==> src/sv/sfd_pkg.sv <==
// shared constants, codes and types of the sensor frame deframer
package sfd_pkg;

  localparam int unsigned BYTE_W   = 8;
  localparam int unsigned STATUS_W = 3;
  localparam int unsigned COUNT_W  = 17;
  localparam int unsigned LEN_W    = 16;
  localparam int unsigned CFG_IDX_W = 2;

  // framing bytes
  localparam logic [BYTE_W-1:0] HDR_FIRST   = 8'h53;
  localparam logic [BYTE_W-1:0] HDR_SECOND  = 8'h59;
  localparam logic [BYTE_W-1:0] TAIL_FIRST  = 8'h54;
  localparam logic [BYTE_W-1:0] TAIL_SECOND = 8'h43;

  // register reset values
  localparam logic [BYTE_W-1:0] BREATH_WORD_RST = 8'h81;
  localparam logic [BYTE_W-1:0] HEART_WORD_RST  = 8'h85;
  localparam logic [BYTE_W-1:0] REPORT_WORD_RST = 8'h02;

  // register indexes
  localparam logic [CFG_IDX_W-1:0] CFG_BREATH_WORD = 2'd0;
  localparam logic [CFG_IDX_W-1:0] CFG_HEART_WORD  = 2'd1;
  localparam logic [CFG_IDX_W-1:0] CFG_REPORT_WORD = 2'd2;

  // status codes
  localparam logic [STATUS_W-1:0] STATUS_BREATH  = 3'd0;
  localparam logic [STATUS_W-1:0] STATUS_HEART   = 3'd1;
  localparam logic [STATUS_W-1:0] STATUS_OTHER   = 3'd2;
  localparam logic [STATUS_W-1:0] STATUS_BAD_TAIL = 3'd3;
  localparam logic [STATUS_W-1:0] STATUS_BAD_SUM = 3'd4;

  typedef struct packed {
    logic [BYTE_W-1:0] breath_word;
    logic [BYTE_W-1:0] heart_word;
    logic [BYTE_W-1:0] report_word;
  } cfg_t;

  typedef struct packed {
    logic [STATUS_W-1:0] status;
    logic [BYTE_W-1:0]   control;
    logic [BYTE_W-1:0]   command;
    logic [BYTE_W-1:0]   breath;
    logic [BYTE_W-1:0]   heart;
  } result_t;

endpackage

==> src/sv/sfd_ifs.sv <==
// channel interfaces of the sensor frame deframer
interface sfd_byte_if;
  logic       valid;
  logic       ready;
  logic [7:0] rx_byte;

  modport source (output valid, output rx_byte, input ready);
  modport sink   (input valid, input rx_byte, output ready);
endinterface

interface sfd_status_if;
  logic       valid;
  logic       ready;
  logic [2:0] frame_status;
  logic [7:0] frame_control;
  logic [7:0] frame_command;
  logic [7:0] breath_rate;
  logic [7:0] heart_rate;

  modport source (output valid, output frame_status, output frame_control,
                  output frame_command, output breath_rate, output heart_rate,
                  input ready);
  modport sink   (input valid, input frame_status, input frame_control,
                  input frame_command, input breath_rate, input heart_rate,
                  output ready);
endinterface

==> src/sv/sensor_frame_deframer.sv <==
// top level of the sensor frame deframer
//
// byte-serial deframer for sensor report frames: one rx byte is taken per
// cycle, the frame is tracked with a running 8-bit sum and the last two bytes
// instead of a buffer, and one status item comes out when a frame ends
// (header 0x53 0x59, control, command, 16-bit big-endian length, payload,
// checksum, tail 0x54 0x43). an item passes an input register, the parse
// step and a result register; one byte per cycle is sustained as long as
// status items are taken, and the result register stalls input only when a
// frame end meets a result still waiting. the three control words are plain
// write-only registers; the user must change them only while no frame is in
// flight, and the block itself does not enforce it
module sensor_frame_deframer (
  input  logic                          clk,
  input  logic                          rst,
  sfd_byte_if.sink                      rx,
  sfd_status_if.source                  status,
  input  logic                          cfg_we,
  input  logic [sfd_pkg::CFG_IDX_W-1:0] cfg_index,
  input  logic [sfd_pkg::BYTE_W-1:0]    cfg_data
);

  // control word registers
  sfd_pkg::cfg_t cfg;

  // input register to parser
  logic                       s1_valid;
  logic [sfd_pkg::BYTE_W-1:0] s1_byte;
  logic                       s1_take;

  // parser to result register
  logic             res_valid;
  sfd_pkg::result_t res;
  logic             out_free;
  sfd_pkg::result_t out_data;

  always_ff @(posedge clk) begin
    if (rst) begin
      cfg.breath_word <= sfd_pkg::BREATH_WORD_RST;
      cfg.heart_word  <= sfd_pkg::HEART_WORD_RST;
      cfg.report_word <= sfd_pkg::REPORT_WORD_RST;
    end else if (cfg_we) begin
      unique case (cfg_index)
        sfd_pkg::CFG_BREATH_WORD: cfg.breath_word <= cfg_data;
        sfd_pkg::CFG_HEART_WORD:  cfg.heart_word  <= cfg_data;
        sfd_pkg::CFG_REPORT_WORD: cfg.report_word <= cfg_data;
        default: begin
          // index past the last register: write dropped
        end
      endcase
    end
  end

  sfd_in_reg u_in_reg (
    .clk        (clk),
    .rst        (rst),
    .in_valid   (rx.valid),
    .in_byte    (rx.rx_byte),
    .in_ready   (rx.ready),
    .held_valid (s1_valid),
    .held_byte  (s1_byte),
    .held_take  (s1_take)
  );

  // parse step: one byte per cycle unless a frame end waits for the result register, emits at most one status per byte
  sfd_parser u_parser (
    .clk       (clk),
    .rst       (rst),
    .in_valid  (s1_valid),
    .in_byte   (s1_byte),
    .in_take   (s1_take),
    .cfg       (cfg),
    .out_free  (out_free),
    .res_valid (res_valid),
    .res       (res)
  );

  sfd_out_reg u_out_reg (
    .clk       (clk),
    .rst       (rst),
    .load      (res_valid),
    .load_data (res),
    .free      (out_free),
    .out_valid (status.valid),
    .out_data  (out_data),
    .out_ready (status.ready)
  );

  assign status.frame_status  = out_data.status;
  assign status.frame_control = out_data.control;
  assign status.frame_command = out_data.command;
  assign status.breath_rate   = out_data.breath;
  assign status.heart_rate    = out_data.heart;

endmodule

==> src/sv/sfd_in_reg.sv <==
// input register stage of the sensor frame deframer
module sfd_in_reg (
  input  logic                      clk,
  input  logic                      rst,
  input  logic                      in_valid,
  input  logic [sfd_pkg::BYTE_W-1:0] in_byte,
  output logic                      in_ready,
  output logic                      held_valid,
  output logic [sfd_pkg::BYTE_W-1:0] held_byte,
  input  logic                      held_take
);

  logic s1_valid;
  logic [sfd_pkg::BYTE_W-1:0] s1_byte;

  assign in_ready   = !s1_valid || held_take;
  assign held_valid = s1_valid;
  assign held_byte  = s1_byte;

  always_ff @(posedge clk) begin
    if (rst) begin
      s1_valid <= 1'b0;
    end else if (in_ready) begin
      s1_valid <= in_valid;
    end
  end

  always_ff @(posedge clk) begin
    if (in_valid && in_ready) begin
      s1_byte <= in_byte;
    end
  end

endmodule

==> src/sv/sfd_parser.sv <==
// frame state, running checksum and status decision of the deframer
module sfd_parser (
  input  logic                       clk,
  input  logic                       rst,
  input  logic                       in_valid,
  input  logic [sfd_pkg::BYTE_W-1:0] in_byte,
  output logic                       in_take,
  input  sfd_pkg::cfg_t              cfg,
  input  logic                       out_free,
  output logic                       res_valid,
  output sfd_pkg::result_t           res
);

  localparam logic [1:0] PH_HUNT1 = 2'd0;
  localparam logic [1:0] PH_HUNT2 = 2'd1;
  localparam logic [1:0] PH_BODY  = 2'd2;

  localparam logic [sfd_pkg::COUNT_W-1:0] POS_CONTROL = 17'd2;
  localparam logic [sfd_pkg::COUNT_W-1:0] POS_COMMAND = 17'd3;
  localparam logic [sfd_pkg::COUNT_W-1:0] POS_LEN_HI  = 17'd4;
  localparam logic [sfd_pkg::COUNT_W-1:0] POS_LEN_LO  = 17'd5;
  localparam logic [sfd_pkg::COUNT_W-1:0] POS_FIRST   = 17'd6;
  localparam logic [sfd_pkg::COUNT_W-1:0] FRAME_EXTRA = 17'd8;

  logic [1:0]                      phase, phase_next;
  logic [sfd_pkg::COUNT_W-1:0]     byte_count, byte_count_next;
  logic [sfd_pkg::LEN_W-1:0]       payload_length, payload_length_next;
  logic [sfd_pkg::BYTE_W-1:0]      control_byte, control_byte_next;
  logic [sfd_pkg::BYTE_W-1:0]      command_byte, command_byte_next;
  logic [sfd_pkg::BYTE_W-1:0]      first_byte, first_byte_next;
  logic [sfd_pkg::BYTE_W-1:0]      running_sum, running_sum_next;
  logic [sfd_pkg::BYTE_W-1:0]      prev0, prev0_next;
  logic [sfd_pkg::BYTE_W-1:0]      prev1, prev1_next;
  logic [sfd_pkg::BYTE_W-1:0]      held_breath, held_breath_next;
  logic [sfd_pkg::BYTE_W-1:0]      held_heart, held_heart_next;

  logic                            frame_end;
  logic                            fire;
  logic                            tail_ok;
  logic                            sum_ok;
  logic                            is_report;
  logic [sfd_pkg::BYTE_W-1:0]      expect_sum;
  logic [sfd_pkg::STATUS_W-1:0]    status;

  // the last byte of a frame sits at position 8 plus length
  assign frame_end = (phase == PH_BODY) &&
                     (byte_count == ({1'b0, payload_length} + FRAME_EXTRA));
  assign fire      = in_valid && (!frame_end || out_free);
  assign in_take   = fire;
  assign res_valid = fire && frame_end;

  assign tail_ok    = (in_byte == sfd_pkg::TAIL_SECOND) && (prev0 == sfd_pkg::TAIL_FIRST);
  assign expect_sum = running_sum - prev0 - prev1;
  assign sum_ok     = (expect_sum == prev1);
  assign is_report  = (command_byte == cfg.report_word);

  always_comb begin
    phase_next          = phase;
    byte_count_next     = byte_count;
    payload_length_next = payload_length;
    control_byte_next   = control_byte;
    command_byte_next   = command_byte;
    first_byte_next     = first_byte;
    running_sum_next    = running_sum;
    prev0_next          = prev0;
    prev1_next          = prev1;
    held_breath_next    = held_breath;
    held_heart_next     = held_heart;
    status              = sfd_pkg::STATUS_OTHER;

    if (fire) begin
      unique case (phase)
        PH_HUNT2: begin
          if (in_byte == sfd_pkg::HDR_SECOND) begin
            phase_next       = PH_BODY;
            running_sum_next = running_sum + in_byte;
            prev1_next       = prev0;
            prev0_next       = in_byte;
            byte_count_next  = byte_count + 17'd1;
          end else begin
            phase_next          = PH_HUNT1;
            byte_count_next     = '0;
            payload_length_next = '0;
            control_byte_next   = '0;
            command_byte_next   = '0;
            first_byte_next     = '0;
            running_sum_next    = '0;
            prev0_next          = '0;
            prev1_next          = '0;
          end
        end
        PH_BODY: begin
          if (frame_end) begin
            if (!tail_ok) begin
              status = sfd_pkg::STATUS_BAD_TAIL;
            end else if (!sum_ok) begin
              status = sfd_pkg::STATUS_BAD_SUM;
            end else if (control_byte == cfg.breath_word && is_report) begin
              held_breath_next = first_byte;
              status           = sfd_pkg::STATUS_BREATH;
            end else if (control_byte == cfg.heart_word && is_report) begin
              held_heart_next = first_byte;
              status          = sfd_pkg::STATUS_HEART;
            end else begin
              status = sfd_pkg::STATUS_OTHER;
            end
            phase_next          = PH_HUNT1;
            byte_count_next     = '0;
            payload_length_next = '0;
            control_byte_next   = '0;
            command_byte_next   = '0;
            first_byte_next     = '0;
            running_sum_next    = '0;
            prev0_next          = '0;
            prev1_next          = '0;
          end else begin
            if (byte_count == POS_CONTROL) begin
              control_byte_next = in_byte;
            end else if (byte_count == POS_COMMAND) begin
              command_byte_next = in_byte;
            end else if (byte_count == POS_LEN_HI) begin
              payload_length_next = {in_byte, payload_length[7:0]};
            end else if (byte_count == POS_LEN_LO) begin
              payload_length_next = {payload_length[15:8], in_byte};
            end else if (byte_count == POS_FIRST) begin
              first_byte_next = in_byte;
            end
            running_sum_next = running_sum + in_byte;
            prev1_next       = prev0;
            prev0_next       = in_byte;
            byte_count_next  = byte_count + 17'd1;
          end
        end
        default: begin
          // hunting for the first header byte, frame state starts clean
          payload_length_next = '0;
          control_byte_next   = '0;
          command_byte_next   = '0;
          first_byte_next     = '0;
          if (in_byte == sfd_pkg::HDR_FIRST) begin
            phase_next       = PH_HUNT2;
            running_sum_next = in_byte;
            prev1_next       = '0;
            prev0_next       = in_byte;
            byte_count_next  = 17'd1;
          end else begin
            phase_next       = PH_HUNT1;
            running_sum_next = '0;
            prev1_next       = '0;
            prev0_next       = '0;
            byte_count_next  = '0;
          end
        end
      endcase
    end
  end

  always_comb begin
    res.status  = status;
    res.control = control_byte;
    res.command = command_byte;
    res.breath  = held_breath_next;
    res.heart   = held_heart_next;
  end

  always_ff @(posedge clk) begin
    if (rst) begin
      phase          <= PH_HUNT1;
      byte_count     <= '0;
      payload_length <= '0;
      control_byte   <= '0;
      command_byte   <= '0;
      first_byte     <= '0;
      running_sum    <= '0;
      prev0          <= '0;
      prev1          <= '0;
      held_breath    <= '0;
      held_heart     <= '0;
    end else begin
      phase          <= phase_next;
      byte_count     <= byte_count_next;
      payload_length <= payload_length_next;
      control_byte   <= control_byte_next;
      command_byte   <= command_byte_next;
      first_byte     <= first_byte_next;
      running_sum    <= running_sum_next;
      prev0          <= prev0_next;
      prev1          <= prev1_next;
      held_breath    <= held_breath_next;
      held_heart     <= held_heart_next;
    end
  end

endmodule

==> src/sv/sfd_out_reg.sv <==
// result register of the sensor frame deframer
module sfd_out_reg (
  input  logic             clk,
  input  logic             rst,
  input  logic             load,
  input  sfd_pkg::result_t load_data,
  output logic             free,
  output logic             out_valid,
  output sfd_pkg::result_t out_data,
  input  logic             out_ready
);

  logic             valid;
  sfd_pkg::result_t data;

  assign free      = !valid || out_ready;
  assign out_valid = valid;
  assign out_data  = data;

  always_ff @(posedge clk) begin
    if (rst) begin
      valid <= 1'b0;
    end else if (free) begin
      valid <= load;
    end
  end

  always_ff @(posedge clk) begin
    if (load && free) begin
      data <= load_data;
    end
  end

endmodule

==> src/flat_wrapper.sv <==
// flat-port wrapper written by rule: the top's interface ports become plain ports
module sensor_frame_deframer_flat 
  (clk, rst, cfg_we, cfg_index, cfg_data, rx_valid, rx_rx_byte, rx_ready, status_valid, status_frame_status, status_frame_control, status_frame_command, status_breath_rate, status_heart_rate, status_ready);
  sfd_byte_if rx_i ();
  sfd_status_if status_i ();
  input  logic clk;
  input  logic rst;
  input  logic cfg_we;
  input  logic [sfd_pkg::CFG_IDX_W-1:0] cfg_index;
  input  logic [sfd_pkg::BYTE_W-1:0] cfg_data;
  input wire logic [$bits(rx_i.valid)-1:0] rx_valid;
  input wire logic [$bits(rx_i.rx_byte)-1:0] rx_rx_byte;
  output wire logic [$bits(rx_i.ready)-1:0] rx_ready;
  output wire logic [$bits(status_i.valid)-1:0] status_valid;
  output wire logic [$bits(status_i.frame_status)-1:0] status_frame_status;
  output wire logic [$bits(status_i.frame_control)-1:0] status_frame_control;
  output wire logic [$bits(status_i.frame_command)-1:0] status_frame_command;
  output wire logic [$bits(status_i.breath_rate)-1:0] status_breath_rate;
  output wire logic [$bits(status_i.heart_rate)-1:0] status_heart_rate;
  input wire logic [$bits(status_i.ready)-1:0] status_ready;
  assign rx_i.valid = rx_valid;
  assign rx_i.rx_byte = rx_rx_byte;
  assign rx_ready = rx_i.ready;
  assign status_valid = status_i.valid;
  assign status_frame_status = status_i.frame_status;
  assign status_frame_control = status_i.frame_control;
  assign status_frame_command = status_i.frame_command;
  assign status_breath_rate = status_i.breath_rate;
  assign status_heart_rate = status_i.heart_rate;
  assign status_i.ready = status_ready;
  sensor_frame_deframer u_core (.clk(clk), .rst(rst), .rx(rx_i), .status(status_i), .cfg_we(cfg_we), .cfg_index(cfg_index), .cfg_data(cfg_data));
endmodule
==> config.mk <==
export PLATFORM = sky130hd
export DESIGN_NAME = sensor_frame_deframer_flat
export DESIGN_NICKNAME = d
export VERILOG_FILES = /design/src/sv/sfd_pkg.sv /design/src/sv/sfd_ifs.sv /design/src/sv/sensor_frame_deframer.sv /design/src/sv/sfd_in_reg.sv /design/src/sv/sfd_parser.sv /design/src/sv/sfd_out_reg.sv /design/src/flat_wrapper.sv
export SDC_FILE = /design/constraint.sdc
export NUM_CORES = 1
export LEC_CHECK = 0
export BUFFER_PORTS_ARGS = -buffer_cell sky130_fd_sc_hd__clkbuf_2
export CORE_MARGIN = 8
export CORE_UTILIZATION = 40
export CTS_CLUSTER_DIAMETER = 100
export DETAILED_ROUTE_END_ITERATION = 12
export SLEW_MARGIN = 0
export SYNTH_ARGS = -nofsm -noshare
export SYNTH_HDL_FRONTEND = slang
export SYNTH_SLANG_ARGS = --single-unit
==> constraint.sdc <==
create_clock -name clk -period 3.6 [get_ports clk]
set_input_delay 0.18 -clock clk [delete_from_list [all_inputs] [get_ports clk]]
set_output_delay 0.18 -clock clk [all_outputs]
set_load 0.01 [all_outputs]
# == Word-level counts from Yosys, hierarchy flattened ==
# Cells that the tools add are included.
# classes
n_addsub,5
eq_ne,29
mux,57
n_reduce_logical,26
# op_table
op,n
$mux W8,33
$pmux W8 S2,6
$mux W16,5
$eq A17 B3 Y1 const B,3
$eq A17 B2 Y1 const B,2
$mux W17,2
$pmux W17 S2,1
$eq A8 B7 Y1 const B,4
$eq A8 B8 Y1,4
$pmux W16 S2,1
$add A16 B4 Y17 const B,1
$add A17 B1 Y17 const B,1
$eq A17 B17 Y1,1
$sub A8 B8 Y8,2
$ne A3 B2 Y1 const B,5
$ne A3 B3 Y1 const B,4
$add A8 B8 Y8,1
$logic_and A1 B1 Y1,8
$mux W2,4
$reduce_and A2 Y1,4
$reduce_and A4 Y1,2
$reduce_and A7 Y1,1
$reduce_and A3 Y1,2
$reduce_and A6 Y1,1
other kinds (10),19
# word_totals
ff_bits,168
input_bits,23
output_inout_bits,37
wordCells,141

# == Longest topological paths before layout ==
# depth
ltp_word,9
ltp_mapped,15
mapped_depth_nobuf,14

# == Modules after synthesis ==
# Synthesis repeated with hierarchy kept, for this count alone.
# unflattened
cells_unflattened,833
hier_area_um2,8490.6
# modules_own_cells
module,n_inst,cells_per_inst,area_each_um2,seq_area_each_um2
sfd_parser,1,685,6098.3,1961.9
sfd_out_reg,1,40,1106.1,1071.0
sensor_frame_deframer,1,95,991.0,480.5
sfd_in_reg,1,13,295.3,260.2

# == Least setup slack after synthesis ==
# OpenSTA, ideal clock, no wires.
# synth_path
kind,flip-flop to flip-flop
from,register u_core.u_parser.prev0[0] (netlist bit)
to,"register u_core.u_out_reg.data, in the netlist u_core.u_out_reg.out_data[10], data pin"
setup_time_ns,0.262
t_arrival_ns,3.735
required_time_ns,3.338
path_slack_ns,-0.396
path_stages_with_launch,15
path_buffers,1
synth_period_minus_slack_ns,3.996
path_cell_list,dfxtp_1 > inv_1 > fa_1 > inv_1 > ha_1 > or2_2 > fa_1 > a21o_1 > a21o_1 > a2111oi_0 > nor3_1 > nor4_4 > and4_1 > buf_6 > mux2_4
# synth_lines
item,line,rtl
start: declaration,sfd_parser.sv:32,"logic [sfd_pkg::BYTE_W-1:0] prev0, prev0_next;"
start signal: assignment,sfd_parser.sv:187,prev0 <= prev0_next;
end signal: assignment,sfd_out_reg.sv:30,data <= load_data;
end: declaration,sfd_out_reg.sv:14,sfd_pkg::result_t data;

==> results.md <==
* Critical Path End Type: register
* Switching part of the total at 0.239
* Vias in the first global route at 5838
* Bufs on Longest Clock Path at 2
* Overall routing resource usage at 0.156
* Worst Path Buf+Inv at 3
* Internal power at 3030 µW
* Critical path startpoint: u_core.u_parser.prev1[0]$_SDFFE_PP0N_
* PD cells at 417 nW/µm²
* Critical Path, Cell by Cell: inv_2 -> fa_1 -> inv_1 -> ha_2 -> or2_4 -> fa_2 -> a21o_1 -> a21o_1 -> a2111oi_4 -> nor3_2 -> nor4_4 -> and4_4 -> buf_12 -> mux2_4 -> and2_4
* Final core occ at 0.474
* Die Y at 159 µm
* Slowest CP cell: fa_1
* Vias per inst at 5.38
* Combinational Power Share at 0.064
* Detailed Route WL at 19700 µm
* Number of flops mapped to enable cells by yosys at 43
* VDD IR max at 0.000327 V
* Ys Warns at 0
* Slew headroom at 0.494
* Final Hold Viols at 0
* Status: finished, violations left
* Die W at 159 µm
* # rows at 52
* Htree depth at 4
* Worst EP arrival at 4.07 ns
* Final min period at 3.75 ns
* DRT iter0 DRCs at 421
* HP Class: in2reg
* Die Area at 25300 µm²
* Sequential share of power at 0.493
* Clock tree from TritonCTS: done
* Critical path's largest stage delay at 0.53 ns
* Routed Antenna Nets at 0
* Required time of the critical path at 3.92 ns
* Reg-to-Reg End: u_core.u_parser.held_breath[6]$_SDFF_PP0_
* Mean Syn Cell Area at 10.2 µm²
* Drt pass-1 iters at 6
* Failing checks: negative setup slack
* Fin crit share at 1.04
* CP delay by family, top: adder cells
* Nets at 925
* Reg clk slew, reported paths at 0.07 ns
* LEAKAGE at 0.00366 µW
* CP Capture Point: u_core.u_parser.held_breath[6]$_SDFF_PP0_
* Syn_nets at 853
* DP Wirelength at 14100 µm
* DRC Markers at 0
* F_max at 0.267 GHz
* IO Port Bufs at 59
* Synthesized area at 8190 µm²
* Largest net degree at the start of global routing at 51
* Unrepaired setup endpoints after global routing: yes
* Max-cap violation count at 0
* R2R Setup Slk at -0.15 ns
* Critical path type: reg2reg
* Seq/Total Area, Yosys at 0.461
* CP Depth at 15
* Gr ovfl total at 0
* Routed len/inst at 17.1 µm
* Reg2Reg Launch Point: u_core.u_parser.prev1[0]$_SDFFE_PP0N_
* Yosys cell types at 74
* Root buffer cell: clkbuf_16
* Core area at 20200 µm²
* Yosys reg bits at 167
* Initial core utilization at 0.406
* Via count at 6212
* Finish-stage setup viols at 32
* TritonCTS buffer count at 17
* Placer Congestion at 0.801
* Initial antenna violation count at 0
* Worst Tran Pin Value at 0.749 ns
* Clk_skew at 0.00799 ns
* First-pass GRT wire length at 32000 µm
* Setup WS post-layout at -0.149 ns
* Startpoint Class: register
* CTS Sinks at 167
* # IOs at 60
* Antenna cells at 0
* Synthesized instance count at 799
* R2R depth at 15
* Slew Limit Fails at 0
* FFs w/ async S/R, synth at 0
* Top FF cell, synth: dfxtp_1
* Latest clock arrival within the worst-skew pair at 0.42 ns
* Layout cell share with drive strength beyond 1 at 0.193
* CP most frequent cell: a21o_1
* Sw Pwr at 951 µW
* Worst-path fanout max at 8
* Clock power share at 0.442
* Filler cell count in the final layout at 1913
* Fin Setup TNS at -4.26 ns
* Area grow syn2layout at 16.7%
metrics by stage:
step | hold WS [ns] | worst slack [ns] | std cells | cell area, µm² | power (µW)
floorplan | 0.279 | -0.177 | 799 | 8220 | 2170
global placement | 0.358 | -0.216 | 1108 | 8850 | 2250
detailed placement | 0.360 | -0.279 | 1108 | 8850 | 2250
CTS | 0.0114 | -0.244 | 1153 | 9550 | 4020
global route | 0.0185 | -0.321 | 1154 | 9560 | 4140
finish | 0.0284 | -0.149 | 1154 | 9560 | 3980
sequential cells by signal, indices dropped and copies added, names as in the netlist, 2 cells and up:
register / cells
u_core.u_parser.running_sum: 8
u_core.u_parser.byte_count: 17
u_core.u_parser.prev1: 7
u_core.u_parser.payload_length: 16
u_core.u_parser.prev0: 8
u_core.u_parser.first_byte: 8
u_core.u_parser.command_byte: 8
u_core.cfg: 24
u_core.u_parser.phase: 2
u_core.u_out_reg.out_data: 35
u_core.u_in_reg.held_byte: 8
u_core.u_parser.held_breath: 8
u_core.u_parser.control_byte: 8
u_core.u_parser.held_heart: 8
Yosys cell counts (3+ instances only):
master    count  area (µm²)
fa_1          8         160
inv_1        29         109
nand2b_1      3        18.8
mux2_4        8         120
nand3_1      49         245
a21o_1        8        60.1
nor4_1       11        68.8
or3_1         3        18.8
nor2_1       54         203
nand4_1      10        62.6
and4_1       11        96.3
xnor2_1      42         368
a31o_2        9        78.8
a211oi_1      5        37.5
mux2i_1      28         280
a32oi_1       3        26.3
nor2b_1       3        18.8
a221o_1       7        70.1
xor2_1       24         210
ha_1         23         288
edfxtp_1     43        1290
nor4b_1       3        26.3
a221oi_1      3        26.3
o211ai_2      3        37.5
a21oi_1      12        60.1
nand2_1      62         233
a22oi_1      13        97.6
o31ai_1      27         203
mux2_2        8        90.1
buf_1         6        22.5
nor3b_1       4        30.0
and3_1        4        25.0
or4_1         8        60.1
nand3b_1      3        22.5
nor3_1       21         105
dfxtp_1     124        2480
clkbuf_1     17        63.8
a21oi_2       3        26.3
buf_2        13        65.1
o21ai_0      15        75.1
and2_1       24         150
a31oi_1       4        25.0
per-layer routing:
metal  track usage  part of all wire  vias to the layer above
met3        0.0403             0.059                       16
met2         0.235              0.44                      182
met5             0                 0                        -
met1         0.219              0.49                     2952
met4        0.0399             0.012                        0
li1              -                 -                     3062
power groups by stage:
stage | logic (µW) | clock network [µW] | registers [µW]
final | 257 | 1760 | 1970
after global routing | 285 | 1890 | 1970
after CTS | 257 | 1800 | 1960
after detailed placement | 243 | 0 | 2010
after global placement | 241 | 0 | 2010
after floorplan | 178 | 0 | 2000
timing repair:
action	4_1_cts	5_1_grt
hold buffers	10	0
pin swaps	6	6
resized for setup	5	3
endpoints found under the hold margin	10	0
endpoints found under the setup margin	33	35
setup buffers	3	1
worst min-delay path by stage:
stage	startpoint	cells past startpoint	to	slack, ns
6_report	cfg_data[4]	3	u_core.cfg[12]$_SDFFE_PP0P_	0.03
5_1_grt	cfg_data[2]	3	u_core.cfg[10]$_SDFFE_PP1P_	0.02
4_1_cts	cfg_data[2]	3	u_core.cfg[10]$_SDFFE_PP1P_	0.01
3_5_place_dp	rx_rx_byte[7]	1	u_core.u_in_reg.held_byte[7]$_DFFE_PP_	0.36
3_3_place_gp	rx_rx_byte[1]	1	u_core.u_in_reg.held_byte[1]$_DFFE_PP_	0.36
2_1_floorplan	rx_rx_byte[0]	0	u_core.u_in_reg.held_byte[0]$_DFFE_PP_	0.28
cell families after synthesis:
| group | share of synthesized area |
|---|---|
| and+or+nand+nor | 0.190 |
| DFF | 0.461 |
| AOI/OAI and AO/OA | 0.122 |
| buffers and inverters | 0.0371 |
| xor gates and xnor gates | 0.0755 |
| muxes | 0.0599 |
| adders and majority gates | 0.0547 |
final cells by class:
| class | count | area (µm²) | share of cell area |
|---|---|---|---|
| well taps | 270 | 338 | 0.0353 |
| clock buffers | 21 | 450 | 0.0471 |
| multi-input cells | 561 | 4160 | 0.435 |
| clock inverters | 11 | 116 | 0.0122 |
| inverters | 30 | 113 | 0.0118 |
| repair buffers | 94 | 608 | 0.0636 |
| flip-flops and latches | 167 | 3780 | 0.395 |
tightest hold or removal path, delay by kind of cell:
family	cells	cell delay, ns
simple gates	1	0.07
buf+inv	1	0.11
mux	1	0.07
cells in the final DEF, fill, tap and decap left out, drive strengths merged, types with 4 or more instances in the layout:
cell,n
nand4,13
mux2,16
dlygate4sd3,10
a211oi,5
a22oi,13
a31oi,4
o211ai,6
buf,25
nand3,49
nor4,13
o31ai,27
edfxtp,43
nor3b,4
or4,8
nand2,62
dfxtp,124
a21o,8
nor2,55
and4,11
ha,23
and2,25
o21ai,17
mux2i,28
nor3,21
xor2,24
clkbuf,80
and3,4
or3,4
a21oi,15
xnor2,43
a31o,9
inv,35
a221o,7
fa,8
(Power assumes the default switching activity.)
